File: src/rtl/srtc_pkg.sv
`default_nettype none
package srtc_pkg;

  localparam int unsigned HalfPeriodW = 16;
  localparam int unsigned CmdW        = 8;
  localparam int unsigned FieldW      = 8;
  localparam int unsigned NumFields   = 7;
  localparam int unsigned CfgIndexW   = 1;
  localparam int unsigned CfgDataW    = 16;
  localparam int unsigned BitCountW   = 3;
  localparam int unsigned ByteCountW  = 3;

  localparam logic [HalfPeriodW-1:0] HalfPeriodReset = 16'd100;
  localparam logic [CmdW-1:0]        CommandReset    = 8'h65;

  localparam logic [BitCountW-1:0]  LastBit  = 3'd7;
  localparam logic [ByteCountW-1:0] LastByte = 3'd6;

  localparam logic [CfgIndexW-1:0] CfgHalfPeriod = 1'b0;
  localparam logic [CfgIndexW-1:0] CfgCommand    = 1'b1;

  // packed bcd byte to binary, low nibble plus ten times high nibble
  function automatic logic [FieldW-1:0] bcd_to_bin(input logic [FieldW-1:0] v);
    logic [FieldW-1:0] hi;
    logic [FieldW-1:0] lo;
    hi = {4'd0, v[7:4]};
    lo = {4'd0, v[3:0]};
    return lo + (hi << 3) + (hi << 1);
  endfunction

endpackage
`default_nettype wire

File: src/rtl/serial_rtc_time_reader_top.sv
// an accepted request's result is on the output register in the next cycle
// throughput: one request per cycle; a request is taken whenever the output
//   register is empty or being taken in the same cycle
// reset (synchronous, active high): sequencer idle, pins low with data driven,
//   time fields zero, half period 100 and command byte 0x65
`default_nettype none
module serial_rtc_time_reader_top (
  input  wire                                  clk,
  input  wire                                  rst,
  input  wire                                  cfg_valid,
  output logic                                 cfg_ready,
  input  wire  [srtc_pkg::CfgIndexW-1:0]       cfg_index,
  input  wire  [srtc_pkg::CfgDataW-1:0]        cfg_data,
  input  wire                                  in_valid,
  output logic                                 in_ready,
  input  wire                                  start_req,
  input  wire                                  sio_in,
  output logic                                 out_valid,
  input  wire                                  out_ready,
  output logic                                 pin_sck,
  output logic                                 pin_sio,
  output logic                                 pin_cs,
  output logic                                 sio_drive,
  output logic                                 done_res,
  output logic [srtc_pkg::FieldW-1:0]          year_value,
  output logic [srtc_pkg::FieldW-1:0]          month_value,
  output logic [srtc_pkg::FieldW-1:0]          day_value,
  output logic [srtc_pkg::FieldW-1:0]          weekday_value,
  output logic [srtc_pkg::FieldW-1:0]          hour_value,
  output logic [srtc_pkg::FieldW-1:0]          minute_value,
  output logic [srtc_pkg::FieldW-1:0]          second_value
);

  typedef enum logic [2:0] {
    PH_IDLE    = 3'd0,
    PH_PRE     = 3'd1,
    PH_SEND_LO = 3'd2,
    PH_SEND_HI = 3'd3,
    PH_READ_LO = 3'd4,
    PH_READ_HI = 3'd5
  } phase_t;

  logic [srtc_pkg::HalfPeriodW-1:0] half_period;
  logic [srtc_pkg::CmdW-1:0]        command_byte;

  phase_t                            phase, phase_next;
  logic [srtc_pkg::HalfPeriodW-1:0]  wait_count, wait_count_next;
  logic [srtc_pkg::BitCountW-1:0]    bit_count, bit_count_next;
  logic [srtc_pkg::ByteCountW-1:0]   byte_count, byte_count_next;
  logic [srtc_pkg::FieldW-1:0]       shift_reg, shift_reg_next;
  logic [srtc_pkg::FieldW-1:0]       time_fields [srtc_pkg::NumFields];
  logic                              pin_sck_next, pin_sio_next, pin_cs_next;
  logic                              sio_drive_next, done_res_next;
  logic                              field_we;
  logic [srtc_pkg::FieldW-1:0]       field_value;
  logic [srtc_pkg::FieldW-1:0]       sampled;
  logic [srtc_pkg::HalfPeriodW-1:0]  reload;
  logic                              in_accept;

  assign cfg_ready = 1'b1;
  assign in_ready  = !out_valid || out_ready;
  assign in_accept = in_valid && in_ready;

  assign reload  = (half_period == '0) ? '0 : half_period - 1'b1;
  assign sampled = shift_reg | (srtc_pkg::FieldW'(sio_in) << bit_count);
  assign field_value = srtc_pkg::bcd_to_bin(sampled);

  always_comb begin
    phase_next      = phase;
    wait_count_next = wait_count;
    bit_count_next  = bit_count;
    byte_count_next = byte_count;
    shift_reg_next  = shift_reg;
    pin_sck_next    = pin_sck;
    pin_sio_next    = pin_sio;
    pin_cs_next     = pin_cs;
    sio_drive_next  = sio_drive;
    done_res_next   = 1'b0;
    field_we        = 1'b0;

    case (phase)
      PH_PRE: begin
        phase_next      = PH_SEND_LO;
        wait_count_next = reload;
        pin_sck_next    = 1'b0;
        pin_sio_next    = shift_reg[7];
        pin_cs_next     = 1'b1;
        sio_drive_next  = 1'b1;
      end
      PH_SEND_LO, PH_SEND_HI, PH_READ_LO, PH_READ_HI: begin
        if (wait_count != '0) begin
          wait_count_next = wait_count - 1'b1;
        end else if (phase == PH_SEND_LO) begin
          phase_next      = PH_SEND_HI;
          wait_count_next = reload;
          pin_sck_next    = 1'b1;
        end else if (phase == PH_SEND_HI) begin
          wait_count_next = reload;
          if (bit_count == srtc_pkg::LastBit) begin
            phase_next     = PH_READ_LO;
            bit_count_next = '0;
            shift_reg_next = '0;
            pin_sck_next   = 1'b0;
            pin_sio_next   = 1'b0;
            pin_cs_next    = 1'b1;
            sio_drive_next = 1'b0;
          end else begin
            phase_next     = PH_SEND_LO;
            bit_count_next = bit_count + 1'b1;
            shift_reg_next = shift_reg << 1;
            pin_sck_next   = 1'b0;
            pin_sio_next   = shift_reg[6];
            pin_cs_next    = 1'b1;
            sio_drive_next = 1'b1;
          end
        end else if (phase == PH_READ_LO) begin
          phase_next      = PH_READ_HI;
          wait_count_next = reload;
          pin_sck_next    = 1'b1;
          pin_sio_next    = 1'b0;
          pin_cs_next     = 1'b1;
          sio_drive_next  = 1'b0;
        end else begin
          shift_reg_next  = sampled;
          phase_next      = PH_READ_LO;
          wait_count_next = reload;
          pin_sck_next    = 1'b0;
          pin_sio_next    = 1'b0;
          pin_cs_next     = 1'b1;
          sio_drive_next  = 1'b0;
          if (bit_count == srtc_pkg::LastBit) begin
            bit_count_next = '0;
            shift_reg_next = '0;
            field_we       = 1'b1;
            if (byte_count >= srtc_pkg::LastByte) begin
              byte_count_next = '0;
              phase_next      = PH_IDLE;
              wait_count_next = '0;
              pin_cs_next     = 1'b0;
              sio_drive_next  = 1'b1;
              done_res_next   = 1'b1;
            end else begin
              byte_count_next = byte_count + 1'b1;
            end
          end else begin
            bit_count_next = bit_count + 1'b1;
          end
        end
      end
      default: begin
        phase_next = PH_IDLE;
        if (start_req) begin
          phase_next      = PH_PRE;
          pin_sck_next    = 1'b1;
          pin_sio_next    = 1'b0;
          pin_cs_next     = 1'b1;
          sio_drive_next  = 1'b1;
          bit_count_next  = '0;
          byte_count_next = '0;
          shift_reg_next  = command_byte;
        end
      end
    endcase
  end

  always_ff @(posedge clk) begin
    if (rst) begin
      half_period  <= srtc_pkg::HalfPeriodReset;
      command_byte <= srtc_pkg::CommandReset;
      phase        <= PH_IDLE;
      wait_count   <= '0;
      bit_count    <= '0;
      byte_count   <= '0;
      shift_reg    <= '0;
      for (int i = 0; i < srtc_pkg::NumFields; i++) begin
        time_fields[i] <= '0;
      end
      pin_sck   <= 1'b0;
      pin_sio   <= 1'b0;
      pin_cs    <= 1'b0;
      sio_drive <= 1'b1;
      done_res  <= 1'b0;
      out_valid <= 1'b0;
    end else begin
      if (cfg_valid) begin
        case (cfg_index)
          srtc_pkg::CfgHalfPeriod: half_period  <= cfg_data;
          srtc_pkg::CfgCommand:    command_byte <= cfg_data[srtc_pkg::CmdW-1:0];
          default: ;
        endcase
      end
      out_valid <= in_accept || (out_valid && !out_ready);
      if (in_accept) begin
        phase      <= phase_next;
        wait_count <= wait_count_next;
        bit_count  <= bit_count_next;
        byte_count <= byte_count_next;
        shift_reg  <= shift_reg_next;
        pin_sck    <= pin_sck_next;
        pin_sio    <= pin_sio_next;
        pin_cs     <= pin_cs_next;
        sio_drive  <= sio_drive_next;
        done_res   <= done_res_next;
        if (field_we && byte_count <= srtc_pkg::LastByte) begin
          time_fields[byte_count] <= field_value;
        end
      end
    end
  end

  assign year_value    = time_fields[0];
  assign month_value   = time_fields[1];
  assign day_value     = time_fields[2];
  assign weekday_value = time_fields[3];
  assign hour_value    = time_fields[4];
  assign minute_value  = time_fields[5];
  assign second_value  = time_fields[6];

endmodule
`default_nettype wire
File: config.mk
export PLATFORM = sky130hd
export DESIGN_NAME = serial_rtc_time_reader_top
export DESIGN_NICKNAME = d
export VERILOG_FILES = /design/src/rtl/srtc_pkg.sv /design/src/rtl/serial_rtc_time_reader_top.sv
export SDC_FILE = /design/constraint.sdc
export NUM_CORES = 1
export LEC_CHECK = 0
export ABC_AREA = 1
export BUFFER_PORTS_ARGS = -buffer_cell sky130_fd_sc_hd__buf_2
export CORE_MARGIN = 5
export CORE_UTILIZATION = 62
export CTS_CLUSTER_DIAMETER = 30
export CTS_CLUSTER_SIZE = 24
export DETAILED_ROUTE_END_ITERATION = 12
export PLACE_DENSITY = 0.92
export RECOVER_POWER = 25
export SLEW_MARGIN = 20
export SYNTH_ARGS = -nofsm -noshare
export SYNTH_HDL_FRONTEND = slang
export SYNTH_SLANG_ARGS = --single-unit
File: constraint.sdc
create_clock -name clk -period 4.2 [get_ports clk]
set_input_delay 0.84 -clock clk [delete_from_list [all_inputs] [get_ports clk]]
set_output_delay 0.84 -clock clk [all_outputs]
set_load 0.005 [all_outputs]
**Word-level counts from Yosys, hierarchy flattened**

Memories as Yosys holds them, arrays and structs flattened.
Index checks and enable logic that the tools add are counted.

- Register bits: 63
- Memory bits (writable): 56
- Input bits: 24
- Memories: 1

Memories:

| memory | depth | bits a word | read ports | clocked after memory_dff | write ports | line | text |
|---|---|---|---|---|---|---|---|
| time_fields | 7 | 8 | 7 | 0 | 7 | serial_rtc_time_reader_top.sv:51 | `logic [srtc_pkg::FieldW-1:0] time_fields [srtc_pkg::NumFields];` |

- $add $sub $neg: 6
- $lt $le $gt $ge: 2
- Eq/ne operators: 12
- Shift-type cells: 1
- Multiplexer cells: 85
- Bitwise operators: 3
- Reduce and logical (&&, ||, !) cells: 22

Operators with widths:

| cell | number |
|---|---|
| 2-to-1 mux 16 bit | 7 |
| 2-to-1 mux 8 bit | 8 |
| 2-to-1 mux 3 bit | 20 |
| 2-to-1 mux 1 bit | 41 |
| one-hot mux 16 bit (2 select lines) | 1 |
| subtractor 16 x 1 -> 16 bit (second input constant) | 2 |
| one-hot mux 3 bit (2 select lines) | 3 |
| zero test 16 bit | 1 |
| one-hot mux 8 bit (2 select lines) | 1 |
| nonzero test 16 bit | 1 |
| != test 2 bit (second input constant) | 5 |
| equality test 3 bit (second input constant) | 3 |
| adder 4 x 7 -> 8 bit | 1 |
| adder 8 x 5 -> 8 bit | 1 |
| bitwise OR 8 bit | 1 |
| one-hot mux 1 bit (2 select lines) | 4 |
| AND reduction 2 bit | 4 |
| AND reduction 8 bit | 1 |
| OR reduction 8 bit | 1 |
| left shift 1 x 3 -> 8 bit | 1 |
| adder 3 x 1 -> 3 bit (second input constant) | 2 |
| equality test 3 x 2 -> 1 bit (second input constant) | 2 |
| AND reduction 6 bit | 1 |
| AND reduction 4 bit | 1 |
| 12 further kinds | 18 |

**Depth between registers and ports, before layout**

Gate-level depths: netlist of the first run.

- Word-level depth: 14
- Mapped depth: 15
- Mapped depth without buffers: 15

**Worst setup path before layout of the first run**

Ideal clock, no wire load.

- Kind: input to register
- Start: input sio_in
- End: memory time_fields[0][6] (netlist bit) (data pin)
- Arrival time: 2.686 ns
- Required time: 3.943 ns
- Setup slack: 1.257 ns
- Stages on the path: 12
- Cells stage by stage: nand3_1 o21ai_0 fa_1 inv_1 fa_1 inv_1 nand2_1 nand2_1 a21oi_1 xnor2_1 nand2_1 nor2_1

RTL lines:

| element | line | text |
|---|---|---|
| from (decl) | serial_rtc_time_reader_top.sv:17 | `input wire sio_in,` |
| to (decl) | serial_rtc_time_reader_top.sv:51 |  |

==> flow_summary.json, run 1 <==
{
  "n_antenna_cell": 0,
  "top_level_ports": 88,
  "yosys.cell_types.count": 40,
  "max_flop_register": "time_fields",
  "synth-seq-cells": 119,
  "postCtsHoldBufs": 0,
  "r2r_end": "time_fields[0][6]$_SDFFCE_PN0P_",
  "hp-class": "register to register",
  "htreeDepth": 4,
  "worstSkewPairLatency_ps": 530,
  "seqCellArea_um2": 2860,
  "syn_avg_cell_area_um2": 7.45,
  "core_area_um2": 9820,
  "synth_warnings": 0,
  "worst_setup_path_end_kind": "register",
  "setup_ws_ps": 1190,
  "cts_setup_buffers": 0,
  "wire_per_inst_um": 14.2,
  "vias": 5852,
  "hold_depth": 2,
  "yosysTopAreaCellShare": 0.230,
  "multi_input_area_um2": 2950,
  "fill_cells": 728,
  "tns_ps": 0,
  "peakVddDrop_mv": 0.334,
  "dpl_worst_slack_ps": 846,
  "final_cells": 1076,
  "grt_setup_unrepaired": "false",
  "dr.first_iter.drc_count": 522,
  "worstHoldStart": "shift_reg[7]$_SDFFE_PP0P_",
  "cp.required_ps": 4570,
  "largest_reg_flops": 56,
  "start_util": 0.639,
  "r2r-start": "bit_count[0]$_SDFFE_PP0P_",
  "placedCellCount": 1044,
  "ant_nets": 0,
  "period_minus_slack_ps": 3010,
  "fin_total_pwr_mw": 4.93,
  "final_net_count": 970,
  "reg2reg_slack_ps": 1190,
  "drc": 0,
  "pwr_density_cell_nw_per_um2": 664,
  "p_leak_nw": 3.43,
  "synth_area_leader_cell": "edfxtp_1",
  "cts_buffer_depth": 2,
  "grt_pass1_vias": 5404,
  "die_w_um": 111,
  "holdPathEnd": "shift_reg[7]$_SDFFE_PP0P_",
  "violations": "capacitance limit, slew limit",
  "largest_registers": "time_fields: 56 flops, half_period: 16 flops, wait_count: 16 flops",
  "gp_congestion": 0.928,
  "cts_sinks": 119,
  "ys_top_cells_by_area": "edfxtp_1 23%, dfxtp_1 23%, nand2_1 13%",
  "r2r_cells": 13,
  "post_cts_resized": 0,
  "final_cell_mix": "221 x nand2_1, 132 x nor2_1, 92 x inv_1",
  "hold_violations": 0,
  "finalClockSkew_ps": 7.66,
  "cts-root-buf": "clkbuf_8",
  "synth-seq-area-share": 0.456,
  "final_common_cell": "nand2_1",
  "tightestPinTransition_ps": 1600,
  "viasPerCell": 5.44,
  "max_slew_margin": -0.0673,
  "drive_above_1_share": 0.139,
  "hold_slack_ps": 469,
  "syn_to_final_growth_pct": 18.4,
  "drt-total-wl_um": 15300,
  "drv_slew": 30,
  "cts_tree": "yes",
  "grt_pass1_wl_um": 25700,
  "setup_violations": 0,
  "status": "finished, violations left",
  "max_cap_violations": 1,
  "drt-pass1-iter-count": 6,
  "die_h_um": 111,
  "crit_path_start_kind": "register",
  "rows": 36,
  "clkTransAtPathRegs_ps": 60,
  "cp_max_fo": 5,
  "netlist_area_um2": 6270,
  "placement.io_buffers": 86,
  "die_area_um2": 12200,
  "min_period_over_period": 0.718,
  "synth_fp_nets": 882,
  "fmax_ghz": 0.332,
  "critPathArrivalTime_ps": 3380,
  "grt_antenna_before_repair": 0,
  "post-dp-hpwl_um": 10600,
  "path_class": "register to register",
  "cts_buffers": 17,
  "track_usage": 0.254,
  "grt_max_degree": 52,
  "synth_cells": 842,
  "grt_overflow_total": 0
}
## final cells by class
cell class	count	area share
multi-input combinational	605	0.398
sequential	119	0.386
clock buffer	19	0.0568
timing repair buffer	88	0.0564
inverter	99	0.0504
clock inverter	13	0.0307
tap	133	0.0224
## worst max path at each step
stage                                    from                         endpoint  slack [ps]  cells after the start
finish              bit_count[0]$_SDFFE_PP0P_  time_fields[0][6]$_SDFFCE_PN0P_        1190                     13
global route        bit_count[0]$_SDFFE_PP0P_  time_fields[2][6]$_SDFFCE_PN0P_         990                     13
CTS                 bit_count[0]$_SDFFE_PP0P_  time_fields[0][6]$_SDFFCE_PN0P_        1220                     13
detailed placement                     sio_in  time_fields[1][5]$_SDFFCE_PN0P_         850                     11
global placement                       sio_in  time_fields[2][5]$_SDFFCE_PN0P_         950                     11
floorplan                              sio_in  time_fields[0][6]$_SDFFCE_PN0P_        1260                     12
## metal layers
metal	track usage	wire length, um	up-vias
li1	-	-	2906
met1	0.324	6510	2635
met2	0.427	7290	280
met3	0.0602	1230	31
met4	0.0772	293	0
met5	0	0	-
## critical path, stage by stage (launching register included)
cell	delay, ps
dfxtp_1	380
inv_1	100
nand3_1	90
o21ai_0	190
fa_1	620
inv_1	70
fa_1	420
inv_1	80
nand2_1	60
nand2_1	70
a21oi_1	70
xnor2_1	300
nand2_1	230
nor2_1	190
## synth_stat cells
library cell,count
or2_2,1
nor2_1,132
inv_1,92
dfxtp_1,71
nand3_4,4
a21oi_1,44
ha_1,14
nand2_2,4
xnor2_1,7
o211ai_1,4
conb_1,1
buf_1,3
nand4_2,1
and2_1,2
nor2_8,1
clkbuf_1,11
a31oi_1,2
nor2_2,10
buf_2,3
nand3_1,66
nor2b_1,1
or2_4,1
nor3_1,6
nor2_4,4
buf_4,2
clkinv_1,1
edfxtp_1,48
fa_1,2
nand3b_1,4
nand2_1,221
o21a_1,1
o31ai_1,1
inv_2,5
nand3_2,2
o21ai_0,52
nand4_1,9
xor2_1,6
nor3_4,1
and3_1,1
inv_4,1
## stage by stage
step	util	cell area (um2)
after global placement	0.693	6800
after detailed placement	0.693	6800
after CTS	0.759	7450
final	0.756	7430
after floorplan	-	6270
after global routing	0.756	7430
## power by group
part	internal (mW)	leakage (nW)	switching, mW
Combinational	0.595	2.04	1.25
Clock	1.08	0.313	0.519
Sequential	1.35	1.08	0.145
## logic make-up after synthesis
family          share of synthesized area
xor+xnor                           0.0181
compound gates                     0.0858
other cells                      0.000598
flops                               0.456
buf+inv                            0.0728
simple gates                        0.332
fa+ha+maj                          0.0343
Note: power is estimated with default switching activity, not from simulation.
==> run 2: changes to the inputs <==
CORE_UTILIZATION = 52   (was 62)
PLACE_DENSITY = 0.83   (was 0.92)
clock period = 2.5 ns   (was 4.2 ns; I/O delays follow)
==> run 2 against run 1 <==
Setup slack worse by 1200 ps. Flip-flop and latch count stayed put. Clock power is 60% higher. Combinational power is 98% higher. Maximum frequency is 22% higher. Design area is 6.2% higher. Sequential share of layout area is 2.1 points lower. Clock skew is 2.0 ps higher. Register-to-register slack worse by 1200 ps. The flow now finishes without violations. Die area is 17% higher. Clock-buffer cell count is 1 higher. Critical path depth stayed put.
==> flow_summary.json, run 2 (synthesized netlist as in run 1, its figures left out) <==
{
  "die_area_um2": 14400,
  "final_net_count": 1011,
  "fmax_ghz": 0.404,
  "path_cells": "inv_6 > nand3_4 > o21ai_4 > fa_1 > buf_6 > ha_4 > nand2_1 > nand2_2 > a31oi_4 > nor2_1 > o21a_1 > nand2_2 > nor2_1",
  "cts_sinks": 119,
  "finish.utilization": 0.662,
  "slowest_stage": "fa_1",
  "drc": 0,
  "drt-total-wl_um": 16100,
  "htreeDepth": 4,
  "cts-root-buf": "clkbuf_16",
  "final_cell_mix": "214 x nand2_1, 128 x nor2_1, 86 x inv_1",
  "worstSkewPairLatency_ps": 420,
  "grt_pass1_vias": 5473,
  "worst_setup_path_end_kind": "register",
  "critPathArrivalTime_ps": 2650,
  "drive_above_1_share": 0.207,
  "die_w_um": 120,
  "setup_violations": 0,
  "place_area_um2": 7100,
  "hold_slack_ps": 305,
  "syn_to_final_growth_pct": 25.7,
  "fin_total_pwr_mw": 8.71,
  "max_flop_register": "time_fields",
  "cts_tree": "yes",
  "largest_reg_flops": 56,
  "n_antenna_cell": 0,
  "crit_path_start_kind": "register",
  "rows": 40,
  "grt_setup_unrepaired": "true",
  "max_cap_violations": 0,
  "reg2reg_slack_ps": 20,
  "ant_nets": 0,
  "p_leak_nw": 3.65,
  "postCtsHoldBufs": 0,
  "status": "complete, no violations",
  "cts_buffers": 17,
  "tightestPinTransition_ps": 1390,
  "drv_slew": 0,
  "grt_overflow_total": 0,
  "hp-class": "input pin to register",
  "viasPerCell": 5.27,
  "cts_buffer_depth": 2,
  "post-dp-hpwl_um": 11400,
  "pwr_density_cell_nw_per_um2": 1100,
  "placement.io_buffers": 86,
  "wire_per_inst_um": 14.2,
  "stdcell_area_um2": 7880,
  "clkTransAtPathRegs_ps": 60,
  "grt_max_degree": 37,
  "period_minus_slack_ps": 2480,
  "path_class": "register to register",
  "grt_pass1_wl_um": 25700,
  "core_area_um2": 11900,
  "tns_ps": 0,
  "largest_registers": "time_fields: 56 flops, half_period: 16 flops, wait_count: 16 flops",
  "cp.required_ps": 2670,
  "min_period_over_period": 0.991,
  "max_slew_margin": 0.0741,
  "dr.first_iter.drc_count": 544,
  "peakVddDrop_mv": 0.598,
  "top_level_ports": 88,
  "fill_cells": 998,
  "grt_antenna_before_repair": 0,
  "die_h_um": 120,
  "cpPeakStageDelay_ps": 480,
  "gp_congestion": 0.935,
  "drt-pass1-iter-count": 5,
  "final_common_cell": "nand2_1",
  "vias": 5965,
  "cp_max_fo": 5,
  "finalClockSkew_ps": 9.64,
  "hold_violations": 0,
  "start_util": 0.527,
  "track_usage": 0.222
}
==> run 2: changes by cell type in the layout (fill, tap and decap cells not counted), moves of 4 or more <==
cell     previous run  this run
buf_4               2        40
nand2_1           221       214
o21ai_0            52        45
inv_1              92        86
nand2_2             4        10
inv_2               5         9
nor2_1            132       128
nor2_2             10        14
==> run 2: cell type report <==
class | instances | area (um2) | area share
Tap cell | 147 | 184 | 0.0233
Multi-Input combinational cell | 605 | 3100 | 0.393
Clock buffer | 20 | 447 | 0.0567
Timing Repair Buffer | 129 | 729 | 0.0925
Inverter | 99 | 382 | 0.0484
Clock inverter | 12 | 175 | 0.0222
Sequential cell | 119 | 2870 | 0.364
==> run 2: what timing repair did <==
action / 4_1_cts / 5_1_grt
buffers inserted: 0 / 6
pin swaps: 4 / 11
setup endpoints to repair: 24 / 27
gates resized for setup: 14 / 36
==> run 2: worst max-delay path, delay by kind of cell, from the launching register on <==
family	cells	cell delay, ps
compound gates	3	560
fa+ha+maj	2	620
buf+inv	2	230
flops	1	360
simple gates	6	470
==> run 2: worst paths after layout <==
path / from / endpoint / cells past startpoint
worst max-delay path: bit_count[0]$_SDFFE_PP0P_ / time_fields[1][7]$_SDFFCE_PN0P_ / 13
worst min-delay path: cfg_data[0] / command_byte[0]$_SDFFE_PP1P_ / 3
worst max register to register: bit_count[0]$_SDFFE_PP0P_ / time_fields[1][7]$_SDFFCE_PN0P_ / 13
worst min register to register: shift_reg[7]$_SDFFE_PP0P_ / shift_reg[7]$_SDFFE_PP0P_ / 2
==> run 2: routing by layer <==
| metal | up-vias | global-route usage | routed length, um |
|---|---|---|---|
| met2 | 241 | 0.375 | 7620 |
| met1 | 2711 | 0.278 | 6950 |
| li1 | 2983 | - | - |
| met4 | 0 | 0.0802 | 359 |
| met3 | 30 | 0.0542 | 1140 |
| met5 | - | 0 | 0 |
==> run 2: power by group <==
part / total, mW / switching [mW] / leakage, nW / internal [mW]
Clock: 2.56 / 0.870 / 0.298 / 1.69
Combinational: 3.64 / 2.29 / 2.27 / 1.35
Sequential: 2.50 / 0.230 / 1.08 / 2.27
==> run 2: through the flow <==
stage / setup slack (ps) / instances
after floorplan: -4.45 / 842
after global placement: -259 / 1093
after detailed placement: -418 / 1093
after CTS: -0.0944 / 1125
after global routing: -100 / 1131
final: 22.7 / 1131
==> run 3: changes to the inputs <==
ABC_AREA = not set   (was 1)
PLACE_DENSITY = 0.84   (was 0.83)
==> run 3 against run 2 <==
The flow now finishes with violations (setup timing). Critical path depth down 3. Register-to-register slack worse by 130 ps. Flip-flop and latch count unchanged. Non-clock buffer count up 19. Setup slack worse by 130 ps. Clock skew down 3.7 ps. Global-route usage up 2.3 points. Routed wire length up 8.9%. Sequential share of layout area up 0.67 points. Worst hold slack better by 19 ps. Critical path type unchanged. Largest power group is now the clock network.
==> flow_summary.json, run 3 <==
{
  "worstSkewPairLatency_ps": 410,
  "drv_slew": 0,
  "combPwrFrac": 0.153,
  "worstHoldStart": "cfg_data[12]",
  "peakVddDrop_mv": 0.452,
  "synth_area_leader_cell": "edfxtp_1",
  "synth_edf_count": 48,
  "wire_per_inst_um": 18.4,
  "htreeDepth": 4,
  "yosysMostFrequentCell": "nor2_1",
  "critPathArrivalTime_ps": 2780,
  "ant_nets": 0,
  "status": "finished, violations left",
  "fmax_ghz": 0.384,
  "ys.flop_type": "dfxtp_1",
  "top_level_ports": 88,
  "path_class": "register to register",
  "die_area_um2": 13900,
  "drt-total-wl_um": 17500,
  "synthTopCellsByCount": "79 x nor2_1, 75 x nand2_1, 71 x dfxtp_1",
  "crit_path_start": "bit_count[2]$_SDFFE_PP0P_",
  "synth-seq-cells": 119,
  "viasPerCell": 6.15,
  "finalClockSkew_ps": 5.92,
  "fin_total_pwr_mw": 5.34,
  "syn_avg_cell_area_um2": 9.10,
  "switching_share": 0.281,
  "yosysTopAreaCellShare": 0.239,
  "max_slew_margin": 0.432,
  "drive_above_1_share": 0.263,
  "violations": "setup timing",
  "synth_fp_nets": 704,
  "cts_buffer_depth": 2,
  "worst_setup_path_end_kind": "register",
  "async_flop_share": 0,
  "grt_antenna_before_repair": 0,
  "largest_registers": "time_fields: 56 flops, half_period: 16 flops, wait_count: 16 flops",
  "track_usage": 0.245,
  "core_area_um2": 11400,
  "post-dp-hpwl_um": 12000,
  "gp_congestion": 0.995,
  "clkTransAtPathRegs_ps": 60,
  "yosys.cell_types.count": 64,
  "die_w_um": 118,
  "grt_pass1_wl_um": 28200,
  "ys_top_cells_by_area": "edfxtp_1 24%, dfxtp_1 24%, nor2_1 4.9%",
  "period_minus_slack_ps": 2600,
  "cts_sinks": 119,
  "pwr_density_cell_nw_per_um2": 691,
  "hp-class": "input pin to register",
  "p_int_mw": 3.84,
  "cts-root-buf": "clkbuf_16",
  "cts_tree": "yes",
  "max_cap_violations": 0,
  "rows": 39,
  "cp_max_fo": 4,
  "hold_violations": 0,
  "setup_ws_ps": -104,
  "start_util": 0.529,
  "placement.io_buffers": 86,
  "largest_reg_flops": 56,
  "synth-seq-area-share": 0.474,
  "postCtsHoldBufs": 0,
  "n_antenna_cell": 0,
  "p_leak_nw": 3.09,
  "crit_path_start_kind": "register",
  "cp.required_ps": 2670,
  "vias": 5832,
  "dr.first_iter.drc_count": 736,
  "drc": 0,
  "max_flop_register": "time_fields",
  "die_h_um": 118,
  "tightestPinTransition_ps": 844,
  "min_period_over_period": 1.04,
  "grt_overflow_total": 0,
  "setup_violations": 16,
  "netlist_area_um2": 6040,
  "p_switching_mw": 1.50,
  "synth_cells": 664,
  "final_net_count": 832,
  "grt_pass1_vias": 5614,
  "grt_max_degree": 64,
  "r2r-start": "bit_count[2]$_SDFFE_PP0P_",
  "grt_setup_unrepaired": "true",
  "drt-pass1-iter-count": 5,
  "final_common_cell": "nor2_1",
  "synth_warnings": 0,
  "syn_to_final_growth_pct": 28.1,
  "final_cell_mix": "76 x nor2_1, 73 x nand2_1, 68 x dfxtp_1",
  "hold_slack_ps": 324,
  "tns_ps": -919,
  "seqPwrFrac": 0.406,
  "cts_buffers": 17,
  "clockPowerShare": 0.441
}
==> run 3: cell count changes in the layout (fill, tap and decap cells not counted), moves of 12 or more <==
cell	previous run	this run
nand2_1	214	73
inv_1	86	21
nor2_1	128	76
o21ai_0	45	18
nand3_1	63	37
a211oi_1	0	16
buf_4	40	54
nor2_2	14	2
==> run 3: cell type report <==
| class | instances | area, um2 |
|---|---|---|
| Sequential cell | 119 | 2870 |
| Timing Repair Buffer | 148 | 941 |
| Inverter | 25 | 93.8 |
| Tap cell | 143 | 179 |
| Clock buffer | 18 | 429 |
| Fill cell | 860 | 3680 |
| Multi-Input combinational cell | 481 | 3080 |
| Clock inverter | 14 | 141 |
==> run 3: through the flow <==
step	instance area (um2)	utilization	setup slack, ps	cells
final	7730	0.677	-104	948
after global routing	7730	0.677	-184	948
after CTS	7680	0.673	-64.7	947
after detailed placement	7050	0.617	-364	913
after global placement	7050	0.617	-274	913
after floorplan	6080	-	-67.7	664
==> run 3: final timing paths <==
kind	end	slack, ps	cells after the start
worst max register to register	time_fields[4][7]$_SDFFCE_PN0P_	-100	10
worst max-delay path	time_fields[4][7]$_SDFFCE_PN0P_	-100	10
worst min-delay path	half_period[12]$_SDFFE_PP0P_	320	3
worst min register to register	command_byte[7]$_SDFFE_PP0P_	470	2
==> run 3: kinds of logic (layout without fill, tap and decap cells) <==
logic type                 after synthesis  after routing  share of synthesized area
xor gates and xnor gates                18             18                     0.0261
AOI/OAI and AO/OA                      147            147                      0.165
DFF                                    119            119                      0.474
buffers and inverters                   64            205                     0.0406
and+or+nand+nor                        287            287                      0.236
muxes                                   12             12                     0.0218
adders and majority gates               16             16                     0.0356
other                                    1              1                   0.000621
==> run 3: routing by layer <==
metal  up-vias  share of wire  global-route usage
li1       2693              -                   -
met3        62          0.078              0.0524
met5         -              0                   0
met1      2762           0.39               0.296
met4         0          0.036               0.121
met2       315           0.49               0.413
==> run 3: repair_timing <==
action                                  in CTS  in global routing
resized for setup                           18                 15
setup buffers                                2                  1
pin swaps                                    6                 11
endpoints found under the setup margin      31                 35
==> run 3: worst max-delay path: stages, from the launching register on <==
cell	delay, ps
dfxtp_4	380
nor2b_1	200
a21o_1	210
fa_1	460
ha_1	310
a21o_1	170
a21oi_2	200
o21bai_1	150
buf_4	170
nand2_1	70
nor2_1	50
==> run 3: power by group through the flow <==
stage	Clock, mW	Combinational, mW	Sequential (mW)
after global routing	2.46	0.888	2.18
final	2.36	0.820	2.17
after global placement	0	0.755	2.20
after detailed placement	0	0.773	2.21
after floorplan	0	0.474	2.20
after CTS	2.36	0.795	2.17
